File: config.mk
export PLATFORM = sky130hd
export DESIGN_NAME = md5_message_digest
export DESIGN_NICKNAME = d
export VERILOG_FILES = /design/src/rtl/md5_pkg.sv /design/src/rtl/md5_message_digest.sv
export SDC_FILE = /design/constraint.sdc
export NUM_CORES = 2
export LEC_CHECK = 0
export BUFFER_PORTS_ARGS = -buffer_cell sky130_fd_sc_hd__buf_2
export CAP_MARGIN = 20
export CORE_AREA = 2 2 315 317
export DETAILED_ROUTE_END_ITERATION = 16
export DIE_AREA = 0 0 317 319
export MAX_ROUTING_LAYER = met4
export PLACE_DENSITY = 0.74
export SLEW_MARGIN = 20
export SYNTH_ARGS = -nofsm -noshare
export SYNTH_HDL_FRONTEND = slang
export SYNTH_SLANG_ARGS = --single-unit
File: constraint.sdc
create_clock -name clk_i -period 13.58 [get_ports clk_i]
set_input_delay 2.716 -clock clk_i [delete_from_list [all_inputs] [get_ports clk_i]]
set_output_delay 2.716 -clock clk_i [all_outputs]
set_load 0.02 [all_outputs]
File: src/rtl/md5_pkg.sv
// shared types, constants and round tables of the md5 message digest engine
// no dependencies; imported by the top level and its checker
package md5_pkg;

  // input item kinds carried on tuser
  typedef enum logic [1:0] {
    KIND_DATA = 2'd0,
    KIND_LAST = 2'd1,
    KIND_END  = 2'd2,
    KIND_NONE = 2'd3
  } kind_e;

  // sequencer states
  typedef enum logic [2:0] {
    ST_IDLE,
    ST_COMPRESS,
    ST_PAD,
    ST_FINAL
  } state_e;

  // initial chaining vector
  localparam logic [31:0] IV_A = 32'h67452301;
  localparam logic [31:0] IV_B = 32'hefcdab89;
  localparam logic [31:0] IV_C = 32'h98badcfe;
  localparam logic [31:0] IV_D = 32'h10325476;

  localparam logic [7:0] PAD_BYTE = 8'h80;
  // the length field starts at this block offset
  localparam logic [5:0] LEN_POS  = 6'd56;
  localparam logic [5:0] LAST_POS = 6'h3F;

  localparam int unsigned TOTAL_W = 61;

  // additive constant of each round
  function automatic logic [31:0] round_k(input logic [5:0] r);
    logic [31:0] k;
    case (r)
      6'd0:  k = 32'hd76aa478;  6'd1:  k = 32'he8c7b756;
      6'd2:  k = 32'h242070db;  6'd3:  k = 32'hc1bdceee;
      6'd4:  k = 32'hf57c0faf;  6'd5:  k = 32'h4787c62a;
      6'd6:  k = 32'ha8304613;  6'd7:  k = 32'hfd469501;
      6'd8:  k = 32'h698098d8;  6'd9:  k = 32'h8b44f7af;
      6'd10: k = 32'hffff5bb1;  6'd11: k = 32'h895cd7be;
      6'd12: k = 32'h6b901122;  6'd13: k = 32'hfd987193;
      6'd14: k = 32'ha679438e;  6'd15: k = 32'h49b40821;
      6'd16: k = 32'hf61e2562;  6'd17: k = 32'hc040b340;
      6'd18: k = 32'h265e5a51;  6'd19: k = 32'he9b6c7aa;
      6'd20: k = 32'hd62f105d;  6'd21: k = 32'h02441453;
      6'd22: k = 32'hd8a1e681;  6'd23: k = 32'he7d3fbc8;
      6'd24: k = 32'h21e1cde6;  6'd25: k = 32'hc33707d6;
      6'd26: k = 32'hf4d50d87;  6'd27: k = 32'h455a14ed;
      6'd28: k = 32'ha9e3e905;  6'd29: k = 32'hfcefa3f8;
      6'd30: k = 32'h676f02d9;  6'd31: k = 32'h8d2a4c8a;
      6'd32: k = 32'hfffa3942;  6'd33: k = 32'h8771f681;
      6'd34: k = 32'h6d9d6122;  6'd35: k = 32'hfde5380c;
      6'd36: k = 32'ha4beea44;  6'd37: k = 32'h4bdecfa9;
      6'd38: k = 32'hf6bb4b60;  6'd39: k = 32'hbebfbc70;
      6'd40: k = 32'h289b7ec6;  6'd41: k = 32'heaa127fa;
      6'd42: k = 32'hd4ef3085;  6'd43: k = 32'h04881d05;
      6'd44: k = 32'hd9d4d039;  6'd45: k = 32'he6db99e5;
      6'd46: k = 32'h1fa27cf8;  6'd47: k = 32'hc4ac5665;
      6'd48: k = 32'hf4292244;  6'd49: k = 32'h432aff97;
      6'd50: k = 32'hab9423a7;  6'd51: k = 32'hfc93a039;
      6'd52: k = 32'h655b59c3;  6'd53: k = 32'h8f0ccc92;
      6'd54: k = 32'hffeff47d;  6'd55: k = 32'h85845dd1;
      6'd56: k = 32'h6fa87e4f;  6'd57: k = 32'hfe2ce6e0;
      6'd58: k = 32'ha3014314;  6'd59: k = 32'h4e0811a1;
      6'd60: k = 32'hf7537e82;  6'd61: k = 32'hbd3af235;
      6'd62: k = 32'h2ad7d2bb;  6'd63: k = 32'heb86d391;
      default: k = 32'h0;
    endcase
    return k;
  endfunction

  // left rotate amount of each round
  function automatic logic [4:0] round_s(input logic [5:0] r);
    logic [4:0] s;
    case ({r[5:4], r[1:0]})
      4'd0:  s = 5'd7;   4'd1:  s = 5'd12;  4'd2:  s = 5'd17;  4'd3:  s = 5'd22;
      4'd4:  s = 5'd5;   4'd5:  s = 5'd9;   4'd6:  s = 5'd14;  4'd7:  s = 5'd20;
      4'd8:  s = 5'd4;   4'd9:  s = 5'd11;  4'd10: s = 5'd16;  4'd11: s = 5'd23;
      4'd12: s = 5'd6;   4'd13: s = 5'd10;  4'd14: s = 5'd15;  4'd15: s = 5'd21;
      default: s = 5'd7;
    endcase
    return s;
  endfunction

endpackage

File: src/rtl/md5_message_digest.sv
// MD5 message digest engine: byte stream in, 128-bit digest out in two halves.
// A data byte is written into the block store when taken. When a byte completes a
// 64-byte block, the engine runs the 64 rounds on one shared round unit, one round
// per cycle, and is not ready until the last round is done. An end item (tuser 1
// with a byte, or 2 without) writes the pad byte, zeros and the 64-bit bit length
// into the block store one byte per cycle, compressing each block it fills, and the
// digest is loaded once the output register is empty. The digest
// leaves as two transfers from an output register, first half first; the engine
// takes new bytes while they wait. tuser 3 is accepted and ignored.
// Depends on md5_pkg.
module md5_message_digest
  import md5_pkg::*;
(
  input  logic        clk_i,
  input  logic        rst_ni,
  input  logic        s_axis_tvalid_i,
  output logic        s_axis_tready_o,
  input  logic [7:0]  s_axis_tdata_i,   // [7:0] data_byte
  input  logic [1:0]  s_axis_tuser_i,   // [1:0] kind
  output logic        m_axis_tvalid_o,
  input  logic        m_axis_tready_i,
  output logic [63:0] m_axis_tdata_o,   // [63:0] digest_half
  output logic        m_axis_tuser_o,   // [0] half_index
  output logic        m_axis_tlast_o    // is_final
);

  // control state
  state_e               state_q, state_d;
  logic [5:0]           pos_q, pos_d;
  logic [5:0]           round_q, round_d;
  logic [TOTAL_W-1:0]   total_q, total_d;
  logic                 fin_q, fin_d;
  logic                 first_q, first_d;
  logic                 lenph_q, lenph_d;
  logic [3:0][31:0]     chain_q, chain_d;
  logic                 out_valid_q, out_valid_d;
  logic                 out_half_q, out_half_d;

  // payload registers
  logic [15:0][31:0]    block_q;
  logic [31:0]          a_q, b_q, c_q, d_q;
  logic [127:0]         digest_q;

  // datapath controls
  logic                 wr_en;
  logic [7:0]           wr_byte;
  logic                 load_abcd;
  logic                 round_en;
  logic                 load_digest;

  // round unit signals
  logic [3:0]           g_idx;
  logic [31:0]          f_val;
  logic [31:0]          sum_val;
  logic [4:0]           rot_amt;
  logic [63:0]          rot_wide;
  logic [31:0]          b_new;
  logic [63:0]          bit_len;
  logic [7:0]           pad_val;
  logic                 in_xfer;
  logic                 out_xfer;
  kind_e                kind;

  assign kind     = kind_e'(s_axis_tuser_i);
  assign in_xfer  = s_axis_tvalid_i && s_axis_tready_o;
  assign out_xfer = out_valid_q && m_axis_tready_i;
  assign bit_len  = {total_q, 3'b000};

  // pad byte at the current block offset
  always_comb begin
    if (first_q) begin
      pad_val = PAD_BYTE;
    end else if (lenph_q) begin
      pad_val = bit_len[{pos_q[2:0], 3'b000} +: 8];
    end else begin
      pad_val = 8'h00;
    end
  end

  // shared round unit: message word select, round function, add and rotate
  always_comb begin
    case (round_q[5:4])
      2'd0: begin
        g_idx = round_q[3:0];
        f_val = (b_q & c_q) | (~b_q & d_q);
      end
      2'd1: begin
        g_idx = round_q[3:0] * 4'd5 + 4'd1;
        f_val = (b_q & d_q) | (c_q & ~d_q);
      end
      2'd2: begin
        g_idx = round_q[3:0] * 4'd3 + 4'd5;
        f_val = b_q ^ c_q ^ d_q;
      end
      default: begin
        g_idx = round_q[3:0] * 4'd7;
        f_val = c_q ^ (b_q | ~d_q);
      end
    endcase
    sum_val  = a_q + f_val + round_k(round_q) + block_q[g_idx];
    rot_amt  = round_s(round_q);
    rot_wide = {sum_val, sum_val} << rot_amt;
    b_new    = b_q + rot_wide[63:32];
  end

  // sequencer: next state and controls
  always_comb begin
    state_d     = state_q;
    pos_d       = pos_q;
    round_d     = round_q;
    total_d     = total_q;
    fin_d       = fin_q;
    first_d     = first_q;
    lenph_d     = lenph_q;
    chain_d     = chain_q;
    out_valid_d = out_valid_q;
    out_half_d  = out_half_q;
    wr_en       = 1'b0;
    wr_byte     = s_axis_tdata_i;
    load_abcd   = 1'b0;
    round_en    = 1'b0;
    load_digest = 1'b0;
    s_axis_tready_o = (state_q == ST_IDLE);

    // output register drains one half per transfer
    if (out_xfer) begin
      if (out_half_q) begin
        out_valid_d = 1'b0;
        out_half_d  = 1'b0;
      end else begin
        out_half_d = 1'b1;
      end
    end

    case (state_q)
      ST_IDLE: begin
        if (in_xfer) begin
          case (kind)
            KIND_DATA, KIND_LAST: begin
              wr_en   = 1'b1;
              pos_d   = pos_q + 6'd1;
              total_d = total_q + TOTAL_W'(1);
              fin_d   = (kind == KIND_LAST);
              first_d = (kind == KIND_LAST);
              if (pos_q == LAST_POS) begin
                load_abcd = 1'b1;
                round_d   = '0;
                state_d   = ST_COMPRESS;
              end else if (kind == KIND_LAST) begin
                state_d = ST_PAD;
              end
            end
            KIND_END: begin
              fin_d   = 1'b1;
              first_d = 1'b1;
              state_d = ST_PAD;
            end
            default: ;
          endcase
        end
      end
      ST_PAD: begin
        wr_en   = 1'b1;
        wr_byte = pad_val;
        first_d = 1'b0;
        pos_d   = pos_q + 6'd1;
        if (pos_q == LEN_POS - 6'd1) begin
          lenph_d = 1'b1;
        end
        if (pos_q == LAST_POS) begin
          load_abcd = 1'b1;
          round_d   = '0;
          state_d   = ST_COMPRESS;
        end
      end
      ST_COMPRESS: begin
        round_en = 1'b1;
        round_d  = round_q + 6'd1;
        if (round_q == LAST_POS) begin
          chain_d[0] = chain_q[0] + d_q;
          chain_d[1] = chain_q[1] + b_new;
          chain_d[2] = chain_q[2] + b_q;
          chain_d[3] = chain_q[3] + c_q;
          if (!fin_q) begin
            state_d = ST_IDLE;
          end else if (lenph_q) begin
            state_d = ST_FINAL;
          end else begin
            state_d = ST_PAD;
          end
        end
      end
      ST_FINAL: begin
        if (!out_valid_q) begin
          load_digest = 1'b1;
          out_valid_d = 1'b1;
          out_half_d  = 1'b0;
          chain_d     = {IV_D, IV_C, IV_B, IV_A};
          total_d     = '0;
          fin_d       = 1'b0;
          lenph_d     = 1'b0;
          state_d     = ST_IDLE;
        end
      end
      default: state_d = ST_IDLE;
    endcase
  end

  // control registers
  always_ff @(posedge clk_i or negedge rst_ni) begin
    if (!rst_ni) begin
      state_q     <= ST_IDLE;
      pos_q       <= '0;
      round_q     <= '0;
      total_q     <= '0;
      fin_q       <= 1'b0;
      first_q     <= 1'b0;
      lenph_q     <= 1'b0;
      chain_q     <= {IV_D, IV_C, IV_B, IV_A};
      out_valid_q <= 1'b0;
      out_half_q  <= 1'b0;
    end else begin
      state_q     <= state_d;
      pos_q       <= pos_d;
      round_q     <= round_d;
      total_q     <= total_d;
      fin_q       <= fin_d;
      first_q     <= first_d;
      lenph_q     <= lenph_d;
      chain_q     <= chain_d;
      out_valid_q <= out_valid_d;
      out_half_q  <= out_half_d;
    end
  end

  // block store, working words and digest register
  always_ff @(posedge clk_i) begin
    if (wr_en) begin
      block_q[pos_q[5:2]][{pos_q[1:0], 3'b000} +: 8] <= wr_byte;
    end
    if (load_abcd) begin
      a_q <= chain_q[0];
      b_q <= chain_q[1];
      c_q <= chain_q[2];
      d_q <= chain_q[3];
    end else if (round_en) begin
      a_q <= d_q;
      b_q <= b_new;
      c_q <= b_q;
      d_q <= c_q;
    end
    if (load_digest) begin
      digest_q <= chain_q;
    end
  end

  // output port
  assign m_axis_tvalid_o = out_valid_q;
  assign m_axis_tdata_o  = out_half_q ? digest_q[127:64] : digest_q[63:0];
  assign m_axis_tuser_o  = out_half_q;
  assign m_axis_tlast_o  = out_half_q;

endmodule

[After elaboration in Yosys (flattened, before gate mapping)]
Memory sizes are Yosys's and may differ from the RTL's.
Index checks and enable logic that the tools add are counted.
Word-level totals
  latch bits: 0
  register bits after elaboration: 977
  memories: 2
  RAM bits: 0
  memory bits (read-only): 2128
  logic and storage cells: 179
  input port bits: 14
Memories
  (name not given): depth 64, width 32, read ports 1, clocked after memory_dff 0, wr ports 0, line md5_pkg.sv:37  | case (r)
  (name not given): depth 16, width 5, read ports 1, clocked after memory_dff 0, wr ports 0, line md5_pkg.sv:78  | case ({r[5:4], r[1:0]})
Cells by class
  order comparisons: 3
  shift operators: 4
  multipliers: 3
  bitwise operators: 12
  divide/modulo/power cells: 0
  equality and inequality tests: 18
  reductions and logical operators: 21
  add/subtract/negate cells: 14
  mux-type cells: 68
Operators by type and width (count)
  bitwise mux 512 bit: 1
  2-to-1 mux 32 bit: 10
  adder 32 bit: 8
  2-to-1 mux 128 bit: 2
  one-hot mux 128 bit (2 select lines): 1
  2-to-1 mux 61 bit: 3
  AND 32 bit: 4
  binary-select mux 32 bit (select 4 bit): 1
  demux 32 bit (select 4 bit): 1
  one-hot mux 61 bit (2 select lines): 1
  bitwise OR 32 bit: 3
  one-hot mux 32 bit (3 select lines): 1
  XOR 32 bit: 3
  2-to-1 mux 64 bit: 1
  NOT 32 bit: 2
  indexed part select 64 x 7 -> 8 bit: 1
  left shift 64 x 5 -> 64 bit: 1
  adder 61 x 1 -> 61 bit (second input constant): 1
  variable shift 8 x 7 -> 32 bit (first input constant): 1
  indexed part select 8 x 7 -> 32 bit: 1
  2-to-1 mux 6 bit: 5
  2-to-1 mux 8 bit: 3
  2-to-1 mux 1 bit: 20
  equality test 6 bit (second input constant): 3
  33 further kinds: 65

[Longest topological paths before layout]
  depth after elaboration: 12
  mapped depth: 64
  mapped depth without buffers: 59

[Least setup slack after synthesis]
Ideal clock, no wire load.
  path type: reg-to-reg
  start: reg round_q[2]
  end: reg chain_q[62] (netlist bit)
  buffers on the path: 6
  arrival time: 11.510 ns
  stages on the path, launching flop included: 62
  path slack: 1.999 ns
  required time: 13.508 ns
  cells stage by stage: dfrtp_1 > inv_2 > clkbuf_1 > clkbuf_1 > clkbuf_1 > fa_1 > inv_1 > ha_1 > inv_1 > mux4_2 > buf_4 > clkbuf_1 > clkbuf_1 > mux2_2 > o21ai_0 > fa_1 > inv_1 > ha_1 > [... 26 more ...] > a21o_1 > and2_1 > nor2_1 > ha_1 > a21o_1 > a21o_1 > a21oi_1 > nand2_1 > o21ai_1 > a21oi_1 > a221o_1 > a41o_1 > o41ai_2 > o21ai_1 > a21o_1 > a21o_1 > xnor2_1 > o21ai_1
Between the ends
  longest elaborated chain between the ends: 11
  elaborated cells on any way between the ends: 19
  classes of those cells: add/sub: 6; mul: 3; eq/ne: 2; shift: 1; mux: 5; reduce/logical: 1; memory: 1
RTL lines
  start, declared: line md5_message_digest.sv:30  | logic [5:0] round_q, round_d;
  start signal, assigned: line md5_message_digest.sv:225  | round_q <= round_d;
  multiplier 4 x 2 -> 4 bit / multiplier 4 x 3 -> 4 bit (equally long branches): line md5_message_digest.sv:92, md5_message_digest.sv:88
  adder 4 x 3 -> 4 bit / adder 4 x 1 -> 4 bit (equally long branches): line md5_message_digest.sv:92, md5_message_digest.sv:88
  one-hot mux 4 bit (3 select lines): line md5_message_digest.sv:82  | case (round_q[5:4])
  binary-select mux 32 bit (select 4 bit): line md5_message_digest.sv:100  | sum_val = a_q + f_val + round_k(round_q) + block_q[g_idx];
  2-to-1 mux 32 bit (not written as such): line md5_message_digest.sv:100
  adder 32 bit: line md5_message_digest.sv:100
  left shift 64 x 5 -> 64 bit: line md5_message_digest.sv:102  | rot_wide = {sum_val, sum_val} << rot_amt;
  adder 32 bit: line md5_message_digest.sv:103  | b_new = b_q + rot_wide[63:32];
  adder 32 bit: line md5_message_digest.sv:181  | chain_d[1] = chain_q[1] + b_new;
  2-to-1 mux 128 bit: line md5_message_digest.sv:179  | if (round_q == LAST_POS) begin
  one-hot mux 128 bit (2 select lines): line md5_message_digest.sv:135  | case (state_q)
  end signal, assigned: line md5_message_digest.sv:219  | chain_q <= {IV_D, IV_C, IV_B, IV_A};
  end signal, assigned: line md5_message_digest.sv:230  | chain_q <= chain_d;
  end, declared: line md5_message_digest.sv:35  | logic [3:0][31:0] chain_q, chain_d;
Several ways; a longest one is shown, not always the timed one. The select of a mux whose other input is x is not followed.
A chain may end at the register's enable or synchronous reset.

[Final worst setup path]
  start: reg round_q[0]
  end: reg chain_q[62] (netlist bit)
Same word-level chain as after synthesis.

==> summary.txt <==
Outcome
  – Status: completed

Route
  – Via count: 41670
  – Wire length on met2: 74360 um
  – Detailed-router iteration count before antenna repair: 6
  – Iteration-0 DRC Markers: 5320
  – Routed len/inst: 25.89 um
  – Post-Route M1 WL: 68900 um
  – Routed Antenna Nets: 0
  – Vias/cell: 6.448
  – DRC viols: 0
  – Wire length on met3: 16510 um
  – Post-Route WL: 167300 um
  – Top Layer Used: met4

GRT
  – Gr usage total: 0.3410
  – Vias in the first global route: 39090
  – Gr ovfl total: 0
  – Largest net degree at the start of global routing: 153
  – Antenna violations before repair: 4
  – First-pass GRT wire length: 250200 um

Worst setup path
  – Top delay family on crit path: compound AO/OA/AOI/OAI gates
  – Worst path buffer plus inverter count: 5
  – FF-to-FF Start: round_q[0]
  – Endpoint class of the critical path: flop
  – Startpoint Class: flop
  – Crit path required time: 14.25 ns
  – Crit path from: round_q[0]
  – Reg-to-Reg End: chain_q[62]
  – Worst Reg-to-Reg Cells: 53
  – Type of the worst setup path: flop to flop
  – Crit-path most repeated cell: a21o_1
  – Slowest stage delay, CP: 0.65 ns
  – Slowest-stage cell, CP: ha_1
  – Worst R2R Setup Slack: 1.04 ns
  – CP max FO: 87
  – WP data arrival: 13.21 ns

Synth
  – Mapped Cells: 5103
  – Sequential fraction of the synthesis area: 0.5024
  – Post-synth EDFFs: 768
  – FFs w/ async S/R, synth: 0.2131
  – Synth unique cells: 96
  – Synth area leaders: edfxtp_1 (41%), dfrtp_1 (6.4%), mux4_2 (6.0%)
  – Post-Syn Area per Cell: 11.06 um^2
  – Syn Nets: 5411
  – Synth area leader: edfxtp_1
  – Most common flop cell mapped by yosys: edfxtp_1
  – Top cell type's share of synthesized area: 0.4087
  – Cell Area, Synth: 0.05643 mm^2
  – Number of synthesized register bits: 976
  – Yosys warns: 0

Clocking
  – Worst-case clock buffer depth: 3
  – Cts hold-fix bufs: 0
  – CTS buffer count: 100
  – Worst skew pair latency: 0.74 ns
  – CTS root buf: clkbuf_16
  – TritonCTS clock tree: done
  – # clock sinks: 976
  – Reg clk slew, reported paths: 0.07 ns
  – H-tree levels: 3
  – Post-cts resize count: 0
  – Setup bufs post-CTS: 0

Final layout
  – Area of the multi-input gates: 0.02643 mm^2
  – Sequential cell area: 0.02836 mm^2
  – Final #Nets: 5399
  – Fillers: 7538
  – Non-filler cells, final: 6463
  – Layout cells sized above 1: 0.1442
  – Syn-to-layout area delta: 9.149%

Placement
  – GPL Wtd Cong: 1.038
  – Post-DP HPWL: 119100 um
  – Count of buffers from port buffering: 81
  – Dpl cells: 6274

Floorplanning
  – Initial Utilization: 0.5776
  – Die W: 317 um
  – Die area: 0.1011 mm^2
  – Die height: 319 um
  – Num ports: 82
  – Placeable Area: 0.09770 mm^2
  – Row cnt: 115

Timing
  – # setup viols final: 0
  – Final worst path period need: 12.54 ns
  – Peak Freq: 79.71 MHz
  – Final Cycle Share: 0.9238
  – Worst Max-Slew Pin Slew: 1.222 ns
  – Slew Viols, Final: 0
  – Fin Setup TNS: 0 ns
  – RSZ-0062 raised after global routing: false
  – Final hold vios: 0
  – Clock skew: 0.04476 ns
  – Headroom to the max-slew limit: 0.1852

Job
  – Maxcap violations: 0

Worst hold path
  – Min-Delay Endpoint: digest_q[126]
  – Worst Hold Class: flop to flop
  – Beginning of the worst hold path: chain_q[126]
  – Hold Crit Depth: 0
[logic make-up after synthesis]
logic type	count (synthesis)	synth area share
AOI/OAI and AO/OA	1180	0.1278
adders and majority gates	294	0.07437
xor gates and xnor gates	270	0.04282
and+or+nand+nor	1561	0.1205
buffers and inverters	456	0.03122
DFF	976	0.5024
muxes	366	0.1010
[how the worst max path moves through the flow]
stage | cells past startpoint | slack (ns) | to
after floorplan | 61 | 2.00 | chain_q[62]
after global placement | 53 | 1.24 | chain_q[62]
after detailed placement | 53 | 1.13 | chain_q[62]
after CTS | 53 | 1.02 | chain_q[62]
after global routing | 53 | 0.03 | chain_q[63]
final | 53 | 1.04 | chain_q[62]
[flip-flops by register name, summed over array words and instances (netlist names), 32 cells and up]
name / cells
total_q: 61
digest_q: 128
block_q: 512
a_q: 32
d_q: 32
b_q: 32
c_q: 32
chain_q: 128
[worst reg2reg max path, delay by kind of cell (launching register included)]
family                     cells  cell delay [ns]
AOI/OAI and AO/OA             24             5.67
muxes                          3             1.01
and+or+nand+nor               13             1.50
adders and majority gates      6             2.15
buffers and inverters          5             1.16
xor gates and xnor gates       2             0.41
DFF                            1             0.56
[metal layers]
metal / up-vias / GRT usage
met1: 20350 / 0.4854
met3: 370 / 0.05924
li1: 18710 / -
met5: - / -
met2: 2241 / 0.4845
met4: 0 / 0.1432
[per-stage QoR]
stage            util  area, um^2  setup slack [ns]  hold slack, ns
2_1_floorplan       -       56430             1.999          0.4613
4_1_cts        0.6300       61550             1.020          0.5068
3_3_place_gp   0.5945       58080             1.238          0.4867
3_5_place_dp   0.5945       58080             1.126          0.4937
6_report       0.6304       61590             1.035          0.5114
5_1_grt        0.6304       61590           0.02747          0.5160
[cell usage after synthesis, drive strengths merged (35+ instances only)]
library cell	number
a211oi	77
a21o	79
a21oi	326
a31oi	59
buf	86
clkbuf	176
dfrtp	144
dfstp	64
edfxtp	768
fa	69
ha	225
inv	193
mux2	127
mux2i	89
mux4	150
nand2	690
nand2b	35
nand3	149
nor2	413
nor3	86
o211ai	38
o21ai	409
or2	42
xnor2	137
xor2	131
[layout by cell type, fill, tap and decap left out, types with 11 or more instances in the layout]
master | synthesis | layout
a31oi_1 | 57 | 57
bufinv_16 | 0 | 13
o21ai_0 | 384 | 383
xor2_1 | 131 | 131
ha_1 | 225 | 225
nor3_1 | 84 | 84
mux2i_1 | 89 | 88
nand3_1 | 148 | 148
edfxtp_1 | 768 | 768
or2_2 | 40 | 39
or3_1 | 30 | 30
nand2_1 | 690 | 688
and2_1 | 12 | 11
clkinv_2 | 1 | 16
mux2_2 | 127 | 127
o21ai_1 | 22 | 21
and3_1 | 23 | 23
o21a_1 | 30 | 30
dfstp_2 | 64 | 64
o31ai_1 | 23 | 23
mux4_2 | 150 | 149
o211a_1 | 11 | 11
xnor2_1 | 134 | 133
nor2b_1 | 27 | 27
o211ai_1 | 38 | 38
clkbuf_16 | 0 | 101
a21oi_1 | 323 | 323
dfrtp_1 | 144 | 139
fa_1 | 69 | 69
nand4_1 | 21 | 21
inv_1 | 188 | 188
buf_2 | 16 | 80
buf_4 | 7 | 63
o21bai_1 | 18 | 18
nor2_1 | 410 | 403
a21o_1 | 79 | 78
a211oi_1 | 74 | 74
nand2b_1 | 35 | 35
clkbuf_1 | 176 | 19
[area by class of cell]
class / instances / area share
sequential: 976 / 0.4605
tap: 1287 / 0.02615
antenna: 2 / 0.00008126
inverter: 194 / 0.01199
timing repair buffer: 148 / 0.01572
multi-input combinational: 3671 / 0.4292
clock inverter: 55 / 0.01195
clock buffer: 130 / 0.04443
Power is left out: the tool's default activity adds up to more than one toggle a clock period on the data nets, which glitch-free logic cannot reach.
